File: config.mk
export PLATFORM = sky130hd
export DESIGN_NAME = convex_polygon_overlap_sat_top
export DESIGN_NICKNAME = d
export VERILOG_FILES = /design/src/rtl/cpo_pkg.sv /design/src/rtl/cpo_ram.sv /design/src/rtl/cpo_dot.sv /design/src/rtl/cpo_seq.sv /design/src/rtl/convex_polygon_overlap_sat_top.sv
export SDC_FILE = /design/constraint.sdc
export NUM_CORES = 2
export LEC_CHECK = 0
export ABC_AREA = 1
export BUFFER_PORTS_ARGS = -buffer_cell sky130_fd_sc_hd__buf_2
export CAP_MARGIN = 20
export CORE_UTILIZATION = 40
export CTS_BUF_LIST = sky130_fd_sc_hd__clkbuf_8
export DETAILED_ROUTE_END_ITERATION = 8
export PLACE_DENSITY_LB_ADDON = 0.1
export SLEW_MARGIN = 40
export SYNTH_ARGS = -nofsm -noshare
export SYNTH_HDL_FRONTEND = slang
export SYNTH_SLANG_ARGS = --single-unit
export TNS_END_PERCENT = 1
File: constraint.sdc
create_clock -name clk_i -period 18.9 [get_ports clk_i]
set_input_delay 0.945 -clock clk_i [delete_from_list [all_inputs] [get_ports clk_i]]
set_output_delay 0.945 -clock clk_i [all_outputs]
set_load 0.005 [all_outputs]
File: src/rtl/cpo_pkg.sv
// Package for the convex polygon overlap (separating axis) block.
// Holds sizes, beat types and the control structs shared by cpo_dot, cpo_seq and the top.
// No dependencies.
`timescale 1ns / 1ps

package cpo_pkg;

  localparam int MAX_VERTICES = 16;
  localparam int COORD_BITS   = 16;

  localparam int IDX_W  = $clog2(MAX_VERTICES);
  localparam int CNT_W  = $clog2(MAX_VERTICES + 1);
  localparam int AX_W   = COORD_BITS + 1;
  localparam int PROD_W = AX_W + COORD_BITS;
  localparam int DOT_W  = PROD_W + 1;
  localparam int VTX_W  = 2 * COORD_BITS;

  typedef struct packed {
    logic                         polygon_select;
    logic signed [COORD_BITS-1:0] vertex_x;
    logic signed [COORD_BITS-1:0] vertex_y;
    logic                         last_vertex;
  } in_item_t;

  typedef struct packed {
    logic overlap;
    logic error;
  } out_item_t;

  typedef struct packed {
    logic signed [COORD_BITS-1:0] y;
    logic signed [COORD_BITS-1:0] x;
  } vertex_t;

  typedef struct packed {
    logic valid;
    logic sel_b;
    logic first;
  } proj_ctl_t;

  typedef struct packed {
    logic pending;
    logic separated;
  } dot_sts_t;

  typedef struct packed {
    logic             we_a;
    logic             we_b;
    logic [IDX_W-1:0] addr;
    vertex_t          data;
  } ram_wr_t;

endpackage

File: src/rtl/cpo_ram.sv
// Generic single-write, single-read RAM with registered read data.
// Standalone; used for the vertex stores.
`timescale 1ns / 1ps

module cpo_ram #(
  parameter int WIDTH = 32,
  parameter int DEPTH = 16
) (
  input  logic                     clk_i,
  input  logic                     we_i,
  input  logic [$clog2(DEPTH)-1:0] waddr_i,
  input  logic [WIDTH-1:0]         wdata_i,
  input  logic [$clog2(DEPTH)-1:0] raddr_i,
  output logic [WIDTH-1:0]         rdata_o
);

  logic [WIDTH-1:0] mem_q [DEPTH];
  logic [WIDTH-1:0] rdata_q;

  always_ff @(posedge clk_i) begin
    if (we_i) begin
      mem_q[waddr_i] <= wdata_i;
    end
    rdata_q <= mem_q[raddr_i];
  end

  assign rdata_o = rdata_q;

endmodule

File: src/rtl/cpo_dot.sv
// Shared projection unit: dot product of one vertex with the current axis,
// then running min/max per polygon and the interval separation flag.
// Depends on cpo_pkg.
`timescale 1ns / 1ps

module cpo_dot (
  input  logic                                  clk_i,
  input  logic                                  rst_ni,
  input  cpo_pkg::proj_ctl_t                    ctl_i,
  input  cpo_pkg::vertex_t                      vtx_i,
  input  logic signed [cpo_pkg::AX_W-1:0]       nx_i,
  input  logic signed [cpo_pkg::AX_W-1:0]       ny_i,
  output cpo_pkg::dot_sts_t                     sts_o
);
  import cpo_pkg::*;

  proj_ctl_t                 s1_q;
  logic signed [PROD_W-1:0]  px_q, py_q;
  logic signed [DOT_W-1:0]   dot;
  logic signed [DOT_W-1:0]   lo_a_q, hi_a_q, lo_b_q, hi_b_q;

  assign dot = DOT_W'(px_q) + DOT_W'(py_q);

  always_ff @(posedge clk_i or negedge rst_ni) begin
    if (!rst_ni) begin
      s1_q <= '0;
    end else begin
      s1_q <= ctl_i;
    end
  end

  always_ff @(posedge clk_i) begin
    px_q <= PROD_W'(nx_i) * PROD_W'(vtx_i.x);
    py_q <= PROD_W'(ny_i) * PROD_W'(vtx_i.y);
    if (s1_q.valid) begin
      if (s1_q.sel_b) begin
        if (s1_q.first || dot < lo_b_q) lo_b_q <= dot;
        if (s1_q.first || dot > hi_b_q) hi_b_q <= dot;
      end else begin
        if (s1_q.first || dot < lo_a_q) lo_a_q <= dot;
        if (s1_q.first || dot > hi_a_q) hi_a_q <= dot;
      end
    end
  end

  assign sts_o.pending   = s1_q.valid;
  assign sts_o.separated = (lo_a_q > hi_b_q) || (lo_b_q > hi_a_q);

endmodule

File: src/rtl/cpo_seq.sv
// Sequencer: vertex loading, edge axis setup and projection sweep over the
// vertex RAMs, result beat. Depends on cpo_pkg; drives cpo_ram and cpo_dot.
`timescale 1ns / 1ps

module cpo_seq (
  input  logic                              clk_i,
  input  logic                              rst_ni,
  input  logic                              start_i,
  input  cpo_pkg::in_item_t                 item_i,
  output logic                              busy_o,
  output logic                              done_o,
  output cpo_pkg::out_item_t                result_o,
  output cpo_pkg::ram_wr_t                  wr_o,
  output logic [cpo_pkg::IDX_W-1:0]         raddr_o,
  input  cpo_pkg::vertex_t                  rdata_a_i,
  input  cpo_pkg::vertex_t                  rdata_b_i,
  output cpo_pkg::proj_ctl_t                proj_o,
  output cpo_pkg::vertex_t                  proj_vtx_o,
  output logic signed [cpo_pkg::AX_W-1:0]   nx_o,
  output logic signed [cpo_pkg::AX_W-1:0]   ny_o,
  input  cpo_pkg::dot_sts_t                 sts_i
);
  import cpo_pkg::*;

  typedef enum logic [2:0] {
    S_IDLE, S_CHECK, S_RD_J, S_RD_I, S_AXIS, S_PROJ, S_DRAIN
  } state_e;

  state_e                  state_q, state_d;
  logic [CNT_W-1:0]        cnt_a_q, cnt_a_d, cnt_b_q, cnt_b_d;
  logic                    ovf_q, ovf_d;
  logic                    poly_q, poly_d;
  logic                    sel_q, sel_d;
  logic [IDX_W-1:0]        edge_q, edge_d;
  logic [IDX_W-1:0]        k_q, k_d;
  proj_ctl_t               iss_q, iss_d;
  logic                    strobe_q, strobe_d;
  out_item_t               res_q, res_d;
  vertex_t                 prev_q, prev_d;
  logic signed [AX_W-1:0]  nx_q, nx_d, ny_q, ny_d;

  logic                    accept;
  logic [IDX_W-1:0]        last_p, last_s;
  vertex_t                 edge_vtx;
  logic signed [AX_W-1:0]  ex, ey;

  assign accept   = start_i && (state_q == S_IDLE);
  assign last_p   = IDX_W'((poly_q ? cnt_b_q : cnt_a_q) - CNT_W'(1));
  assign last_s   = IDX_W'((sel_q ? cnt_b_q : cnt_a_q) - CNT_W'(1));
  assign edge_vtx = poly_q ? rdata_b_i : rdata_a_i;
  assign ex       = AX_W'(edge_vtx.x) - AX_W'(prev_q.x);
  assign ey       = AX_W'(edge_vtx.y) - AX_W'(prev_q.y);

  always_comb begin
    state_d  = state_q;
    cnt_a_d  = cnt_a_q;
    cnt_b_d  = cnt_b_q;
    ovf_d    = ovf_q;
    poly_d   = poly_q;
    sel_d    = sel_q;
    edge_d   = edge_q;
    k_d      = k_q;
    iss_d    = '0;
    strobe_d = 1'b0;
    res_d    = res_q;
    prev_d   = prev_q;
    nx_d     = nx_q;
    ny_d     = ny_q;
    wr_o     = '0;
    raddr_o  = '0;
    wr_o.data.x = item_i.vertex_x;
    wr_o.data.y = item_i.vertex_y;

    case (state_q)
      S_IDLE: begin
        if (accept) begin
          if (item_i.polygon_select) begin
            if (cnt_b_q == CNT_W'(MAX_VERTICES)) begin
              ovf_d = 1'b1;
            end else begin
              wr_o.we_b = 1'b1;
              wr_o.addr = cnt_b_q[IDX_W-1:0];
              cnt_b_d   = cnt_b_q + CNT_W'(1);
            end
          end else begin
            if (cnt_a_q == CNT_W'(MAX_VERTICES)) begin
              ovf_d = 1'b1;
            end else begin
              wr_o.we_a = 1'b1;
              wr_o.addr = cnt_a_q[IDX_W-1:0];
              cnt_a_d   = cnt_a_q + CNT_W'(1);
            end
          end
          if (item_i.last_vertex) state_d = S_CHECK;
        end
      end
      S_CHECK: begin
        if (ovf_q || cnt_a_q == '0 || cnt_b_q == '0) begin
          strobe_d      = 1'b1;
          res_d.overlap = 1'b0;
          res_d.error   = 1'b1;
          state_d       = S_IDLE;
        end else begin
          poly_d  = 1'b0;
          edge_d  = '0;
          state_d = S_RD_J;
        end
      end
      S_RD_J: begin
        raddr_o = (edge_q == '0) ? last_p : edge_q - IDX_W'(1);
        state_d = S_RD_I;
      end
      S_RD_I: begin
        raddr_o = edge_q;
        prev_d  = edge_vtx;
        state_d = S_AXIS;
      end
      S_AXIS: begin
        nx_d    = -ey;
        ny_d    = ex;
        sel_d   = 1'b0;
        k_d     = '0;
        state_d = S_PROJ;
      end
      S_PROJ: begin
        raddr_o     = k_q;
        iss_d.valid = 1'b1;
        iss_d.sel_b = sel_q;
        iss_d.first = (k_q == '0);
        if (k_q == last_s) begin
          if (!sel_q) begin
            sel_d = 1'b1;
            k_d   = '0;
          end else begin
            state_d = S_DRAIN;
          end
        end else begin
          k_d = k_q + IDX_W'(1);
        end
      end
      S_DRAIN: begin
        if (!iss_q.valid && !sts_i.pending) begin
          if (sts_i.separated) begin
            strobe_d      = 1'b1;
            res_d.overlap = 1'b0;
            res_d.error   = 1'b0;
            state_d       = S_IDLE;
          end else if (edge_q == last_p) begin
            if (!poly_q) begin
              poly_d  = 1'b1;
              edge_d  = '0;
              state_d = S_RD_J;
            end else begin
              strobe_d      = 1'b1;
              res_d.overlap = 1'b1;
              res_d.error   = 1'b0;
              state_d       = S_IDLE;
            end
          end else begin
            edge_d  = edge_q + IDX_W'(1);
            state_d = S_RD_J;
          end
        end
      end
      default: begin
        state_d = S_IDLE;
      end
    endcase

    if (strobe_d) begin
      cnt_a_d = '0;
      cnt_b_d = '0;
      ovf_d   = 1'b0;
    end
  end

  always_ff @(posedge clk_i or negedge rst_ni) begin
    if (!rst_ni) begin
      state_q  <= S_IDLE;
      cnt_a_q  <= '0;
      cnt_b_q  <= '0;
      ovf_q    <= 1'b0;
      poly_q   <= 1'b0;
      sel_q    <= 1'b0;
      edge_q   <= '0;
      k_q      <= '0;
      iss_q    <= '0;
      strobe_q <= 1'b0;
      res_q    <= '0;
      prev_q   <= '0;
      nx_q     <= '0;
      ny_q     <= '0;
    end else begin
      state_q  <= state_d;
      cnt_a_q  <= cnt_a_d;
      cnt_b_q  <= cnt_b_d;
      ovf_q    <= ovf_d;
      poly_q   <= poly_d;
      sel_q    <= sel_d;
      edge_q   <= edge_d;
      k_q      <= k_d;
      iss_q    <= iss_d;
      strobe_q <= strobe_d;
      res_q    <= res_d;
      prev_q   <= prev_d;
      nx_q     <= nx_d;
      ny_q     <= ny_d;
    end
  end

  assign busy_o     = (state_q != S_IDLE);
  assign done_o     = strobe_q;
  assign result_o   = res_q;
  assign proj_o     = iss_q;
  assign proj_vtx_o = iss_q.sel_b ? rdata_b_i : rdata_a_i;
  assign nx_o       = nx_q;
  assign ny_o       = ny_q;

  a_err_no_overlap: assert property (@(posedge clk_i) disable iff (!rst_ni)
    strobe_q && res_q.error |-> !res_q.overlap)
    else $error("error beat carries overlap");

  a_cleared_after_beat: assert property (@(posedge clk_i) disable iff (!rst_ni)
    strobe_q |-> cnt_a_q == '0 && cnt_b_q == '0 && !ovf_q)
    else $error("vertex store not emptied after result");

  a_count_bound: assert property (@(posedge clk_i) disable iff (!rst_ni)
    cnt_a_q <= CNT_W'(MAX_VERTICES) && cnt_b_q <= CNT_W'(MAX_VERTICES))
    else $error("vertex count beyond store depth");

  a_issue_in_sweep: assert property (@(posedge clk_i) disable iff (!rst_ni)
    iss_q.valid |-> state_q == S_PROJ || state_q == S_DRAIN)
    else $error("projection read outside sweep");

  a_beat_from_busy: assert property (@(posedge clk_i) disable iff (!rst_ni)
    $rose(strobe_q) |-> $past(busy_o))
    else $error("result beat without a running test");

endmodule

File: src/rtl/convex_polygon_overlap_sat_top.sv
// Top level of the 2D convex polygon overlap block (separating axis test).
// Depends on cpo_pkg, cpo_ram, cpo_dot and cpo_seq.
//
//   channel  | handshake           | beat
//   ---------+---------------------+---------------------------------------
//   vertex   | start_i, busy_o     | item_i: polygon_select, x, y, last
//   result   | done_o (one cycle)  | result_o: overlap, error
//
// A vertex is taken when start_i is high and busy_o is low; vertices may
// arrive every cycle while the block is idle. The last vertex makes the block
// busy, only for the check on an error, else for the sweep: every edge axis
// sweeps all Na+Nb vertices through the single read port of the vertex RAMs
// and the one dot unit. done_o pulses for one cycle as busy_o drops; the
// receiver cannot stall it. Reset is asynchronous and empties the vertex store.
`timescale 1ns / 1ps

module convex_polygon_overlap_sat_top (
  input  logic                clk_i,
  input  logic                rst_ni,
  input  logic                start_i,
  input  cpo_pkg::in_item_t   item_i,
  output logic                busy_o,
  output logic                done_o,
  output cpo_pkg::out_item_t  result_o
);
  import cpo_pkg::*;

  ram_wr_t                 wr;
  logic [IDX_W-1:0]        raddr;
  logic [VTX_W-1:0]        rdata_a, rdata_b;
  proj_ctl_t               proj;
  vertex_t                 proj_vtx;
  logic signed [AX_W-1:0]  nx, ny;
  dot_sts_t                sts;

  cpo_ram #(
    .WIDTH(VTX_W),
    .DEPTH(MAX_VERTICES)
  ) u_ram_a (
    .clk_i   (clk_i),
    .we_i    (wr.we_a),
    .waddr_i (wr.addr),
    .wdata_i (wr.data),
    .raddr_i (raddr),
    .rdata_o (rdata_a)
  );

  cpo_ram #(
    .WIDTH(VTX_W),
    .DEPTH(MAX_VERTICES)
  ) u_ram_b (
    .clk_i   (clk_i),
    .we_i    (wr.we_b),
    .waddr_i (wr.addr),
    .wdata_i (wr.data),
    .raddr_i (raddr),
    .rdata_o (rdata_b)
  );

  cpo_dot u_dot (
    .clk_i  (clk_i),
    .rst_ni (rst_ni),
    .ctl_i  (proj),
    .vtx_i  (proj_vtx),
    .nx_i   (nx),
    .ny_i   (ny),
    .sts_o  (sts)
  );

  cpo_seq u_seq (
    .clk_i      (clk_i),
    .rst_ni     (rst_ni),
    .start_i    (start_i),
    .item_i     (item_i),
    .busy_o     (busy_o),
    .done_o     (done_o),
    .result_o   (result_o),
    .wr_o       (wr),
    .raddr_o    (raddr),
    .rdata_a_i  (vertex_t'(rdata_a)),
    .rdata_b_i  (vertex_t'(rdata_b)),
    .proj_o     (proj),
    .proj_vtx_o (proj_vtx),
    .nx_o       (nx),
    .ny_o       (ny),
    .sts_i      (sts)
  );

endmodule
==> Word level (Yosys, flattened, before mapping) <==
Memories as Yosys holds them, arrays and structs flattened. A register that Yosys moved wholly into a read port is not among the register bits.
Index checks and enable logic that the tools add are counted.
{ "totals": {"mem_count": 2, "ff_bits": 301, "ramBits": 1024, "word_cells": 185, "out_inout_bits": 4, "in_bits": 37} }
{ "op_classes": {"eq_ne": 27, "n_mul": 2, "reduce_logical": 36, "addsub": 11, "bitwise_logic": 1, "mux": 73, "order_cmp": 6} }
{ "mem_list": {"columns": ["name", "words", "width", "rd", "rd_clocked_by_memory_dff", "wr", "line_no", "text"], "rows": [
  ["u_ram_a.mem_q", 16, 32, 1, 1, 1, "cpo_ram.sv:17", "logic [WIDTH-1:0] mem_q [DEPTH];"],
  ["u_ram_b.mem_q", 16, 32, 1, 1, 1, "cpo_ram.sv:17", null]
]} }
{ "ops": {"columns": ["op", "count"], "rows": [
  ["34-bit greater-than comparator", 4],
  ["34-bit < comparator", 2],
  ["17-bit by 16-bit multiplier with 33-bit output", 2],
  ["32-bit two-way mux", 2],
  ["5-bit two-way mux", 11],
  ["4-bit two-way mux", 12],
  ["33-bit by 33-bit adder with 34-bit output", 1],
  ["16-bit by 16-bit subtractor with 17-bit output", 2],
  ["1-bit two-way mux", 23],
  ["3-bit two-way mux", 7],
  ["3-bit case mux with 7 select lines", 1],
  ["5-bit AND reduction", 4],
  ["2-bit by 1-bit != test with 1-bit output (second input constant)", 9],
  ["17-bit negation", 1],
  ["2-bit two-way mux", 8],
  ["4-bit case mux with 2 select lines", 2],
  ["6-bit two-way mux", 2],
  ["4-bit case mux with 3 select lines", 1],
  ["3-bit AND reduction", 4],
  ["4-bit AND reduction", 3],
  ["4-bit by 1-bit subtractor with 4-bit output (second input constant)", 3],
  ["5-bit by 1-bit adder with 5-bit output (second input constant)", 2],
  ["5-bit == test (second input constant)", 2],
  ["5-bit zero test", 2],
  ["other kinds (20)", 46]
]} }

==> Depth between registers and ports, before layout <==
{ "logic_depth": {"word_depth": 9, "ltp_mapped": 30} }

==> Modules after synthesis <==
A second synthesis with hierarchy kept.
{ "hier_totals": {"hier_cells": 9457, "area_unflattened_um2": 87206.1} }
{ "by_module_without_submodules": {"columns": ["module", "instances", "area_each_um2", "cells_per_inst"], "rows": [
  ["cpo_ram", 2, 22730.6, 2120],
  ["cpo_dot", 1, 34732.1, 4243],
  ["cpo_seq", 1, 7013.0, 974]
]} }

==> Worst setup path before layout <==
Ideal clock, no wire load.
{ "synth_path": {"kind": "register -> register", "from": "reg u_seq.iss_q (netlist bit u_seq.proj_o[1])", "to": "reg u_dot.py_q[27]", "slack_ns": 12.615, "setup_ns": 0.112, "arrival_ns": 6.173, "stages_incl_launch_ff": 29, "required_ns": 18.788, "path_cell_list": "dfrtp_1 buf_2 buf_1 nand2_1 o21ai_1 clkbuf_1 nor2_1 fa_1 inv_1 fa_1 fa_1 inv_1 fa_1 fa_1 inv_1 fa_1 inv_1 ha_1 a21oi_1 o21a_1 o21ai_0 a21oi_1 o21ai_0 a21oi_1 inv_1 nand2_1 nand2_1 nand2_1 nand2_1"} }
{ "synth_between": {"elab_chain_len": 2} }
{ "synth_lines": {"columns": ["element", "line_no", "text"], "rows": [
  ["start, declared", "cpo_seq.sv:36", "proj_ctl_t iss_q, iss_d;"],
  ["start signal, assigned", "cpo_seq.sv:202", "iss_q <= iss_d;"],
  ["32-bit two-way mux", "cpo_seq.sv:215", "assign proj_vtx_o = iss_q.sel_b ? rdata_b_i : rdata_a_i;"],
  ["17-bit by 16-bit multiplier with 33-bit output", "cpo_dot.sv:34", "py_q <= PROD_W'(ny_i) * PROD_W'(vtx_i.y);"],
  ["end signal, assigned", "cpo_dot.sv:34", null],
  ["end, declared", "cpo_dot.sv:18", "logic signed [PROD_W-1:0] px_q, py_q;"]
]} }
No other way between the ends.
A chain may end at the register's enable or synchronous reset.

==> Final worst setup path <==
{ "layout_path": {"from": "reg u_seq.iss_q (netlist bit u_seq.proj_o[1])", "to": "reg u_dot.px_q[32]"} }
{ "layout_between": {"elab_chain_len": 2} }
{ "layout_lines": {"columns": ["element", "line_no", "text"], "rows": [
  ["32-bit two-way mux", "cpo_seq.sv:215", null],
  ["17-bit by 16-bit multiplier with 33-bit output", "cpo_dot.sv:33", "px_q <= PROD_W'(nx_i) * PROD_W'(vtx_i.x);"],
  ["end signal, assigned", "cpo_dot.sv:33", null],
  ["end, declared", "cpo_dot.sv:18", null]
]} }
No other way between the ends.

==> out/metrics.csv <==
metric,value,unit
DR WL/cell,22.7,microns
post-synth top area share,43.1,%
Final setup viols,0,
CTS H-tree depth,4,
critical path endpoint category,register,
Synth top cells by count,"nor2_1, edfxtp_1, inv_1",
Mapped Cells,7729,
setup_tns,0,ps
via count,55400,
GRT overflow,0,
CTS max path bufs,3,
DRC violation total after the first TritonRoute iteration,4305,
RSZ-0062 raised after global routing,no,
layout cell share with drive strength beyond 1,7.23,%
post-CTS resize count,0,
initial core utilization,40.4,%
synth warn,0,
GPL Wtd Cong,0.934,
placed cell count,10200,
outcome,completed,
Area contributors post-synth,"edfxtp_1, fa_1, ha_1",
HPWL Detailed,162000,microns
cell taking the most area after synthesis,edfxtp_1,
final setup margin,11490,ps
first-pass GRT wire length,363000,microns
Place WS,11150,ps
Total GRT Usage,23.8,%
detailed-route DRC error count,0,
"Primary FF master, synth",edfxtp_1,
vias in the first global route,56000,
Die Y,451,microns
Boundary Pins,41,
CP max FO,43,
crit path launch type,register,
Hold Crit Class,register to register,
Avg Vias per Cell,5.19,
TritonCTS clock tree,built,
crit path kind,register to register,
async set or reset register ratio after synthesis,7.13,%
die area,204000,sq um
"Clk pin slew, worst setup/hold paths",60,ps
max_cap viols,0,
Avg Inst Size Synth,10.4,sq um
sequential fraction of the synthesis area,49.4,%
total CTS buffers,241,
CP arrival,8290,ps
top-count cell post-synth,nor2_1,
"Slew Viols, Final",0,
CTS sink cnt,1389,
Rel. slew slack,39.2,%
minimum clock period,7410,ps
WL final,242000,microns
"Data required, critical path",19780,ps
worst slew pin tran,911,ps
postcts setup bufs,0,
Post-Syn Area,80700,sq um
Cell Rows,164,
Post-Syn Nets,8766,
Antenna Nets Post-Route,0,
period utilisation layout,39.2,%
"EDFF count, synth",1160,
Core Area,200000,sq um
initial antenna violation count,14,
maximum clock rate,0.135,GHz
pin count of the biggest net entering global routing,187,
Fin. Hold Viols,0,
Seq cells post-synth,1389,
Finished Layout Cells,10700,
number of port buffers,40,
clock root buffer,clkbuf_8,
Area growth syn-to-layout,10.5,%
clk_skew,72.3,ps
post-synthesis cell type count,54,
worst-skew pair later-pin latency,1020,ps
die width,451,microns
post-layout net count,8858,
Pre-Repair DR Iteration Count,6,
[placed cells by master, fill, tap and decap left out, types with 97 or more instances in the layout]
cell / instances
a21oi_1: 234
clkbuf_8: 277
dfrtp_1: 97
dfxtp_1: 130
edfxtp_1: 1160
fa_1: 555
ha_1: 445
inv_1: 1092
nand2_1: 915
nand3_1: 223
nor2_1: 1222
o211ai_1: 271
o21ai_0: 592
o21ai_1: 162
[path summary, 6_finish.rpt]
| path | start | endpoint | slack (ps) | cells past startpoint |
|---|---|---|---|---|
| min in group asynchronous | rst_ni | u_seq.done_o$_DFF_PN0_ | 470 | 2 |
| hold reg to reg | u_seq.proj_o[0]$_DFF_PN0_ | u_dot.s1_q[0]$_DFF_PN0_ | 350 | 0 |
| setup / recovery | u_seq.proj_o[1]$_DFF_PN0_ | u_dot.px_q[32]$_DFF_P_ | 11490 | 24 |
| max in group asynchronous | rst_ni | u_seq.ny_o[7]$_DFFE_PN0P_ | 17360 | 3 |
| hold / removal | u_seq.proj_o[0]$_DFF_PN0_ | u_dot.s1_q[0]$_DFF_PN0_ | 350 | 0 |
| setup reg to reg | u_seq.proj_o[1]$_DFF_PN0_ | u_dot.px_q[32]$_DFF_P_ | 11490 | 24 |
[through the flow]
step	instance area, sq um	hold WS, ps	utilization [%]
5_1_grt	89200	320	44.6
3_5_place_dp	84300	341	42.1
3_3_place_gp	84000	353	42.0
6_report	89200	351	44.6
4_1_cts	89100	268	44.6
2_1_floorplan	80700	331	-
[state kept, by name (all words and copies together), names as in the netlist, 2 cells and up]
name             cells
u_ram_a.mem_q      512
u_ram_b.mem_q      512
u_dot.hi_a_q        34
u_dot.hi_b_q        34
u_dot.lo_a_q        34
u_dot.lo_b_q        34
u_dot.px_q          33
u_dot.py_q          33
u_ram_a.rdata_o     32
u_ram_b.rdata_o     32
u_seq.prev_q        32
u_seq.nx_o          17
u_seq.ny_o          17
u_seq.cnt_a_q        5
u_seq.cnt_b_q        5
u_seq.edge_q         4
u_seq.k_q            4
u_seq.proj_o         3
u_seq.state_q        3
u_dot.s1_q           2
u_seq.result_o       2
[worst max-delay path, stage by stage (launching register included)]
cell      delay, ps
dfrtp_2         340
buf_4           400
inv_1           430
o21ai_0         700
inv_1           440
nand2_1         200
fa_1            410
inv_1           120
fa_1            460
fa_1            570
fa_1            430
fa_1            490
inv_1            50
fa_1            470
inv_1            40
ha_1            360
a21oi_1         290
o21ai_0         160
a21oi_1         160
nand3_1         200
nand2_1         110
o211ai_1        150
nand2_1         110
nand2_1          60
xor2_1          140
[metal layers]
metal | track usage, % | up-vias | wire (microns)
met2 | 40.1 | 1404 | 117000
met1 | 32.0 | 27600 | 107000
met4 | 6.65 | 8 | 6220
li1 | - | 26000 | -
met5 | 0 | - | 50
met3 | 3.07 | 353 | 11400
[cells by family after synthesis]
kind of cell / after synthesis / share of synthesized area [%]
xor gates and xnor gates: 132 / 1.43
buffers and inverters: 1343 / 6.59
and+or+nand+nor: 2513 / 12.4
muxes: 1 / 0.0124
AOI/OAI and AO/OA: 1351 / 9.48
DFF: 1389 / 49.4
adders and majority gates: 1000 / 20.7
[area by class of cell]
type / instances / area (sq um)
fillers: 19100 / 111000
flip-flops and latches: 1389 / 39900
multi-input cells: 4997 / 35900
inverters: 1041 / 3940
clock buffers: 277 / 3810
well taps: 2656 / 3320
repair buffers: 151 / 1210
clock inverters: 172 / 1050
diodes: 2 / 5.00
[repair_timing]
action / CTS / global route
hold endpoints to repair: 35 / 0
setup endpoints to repair: 0 / 0
hold buffers: 1 / 0
Power is not shown: default switching activity piles up to over one toggle a cycle in this logic, so the estimate is an artifact.
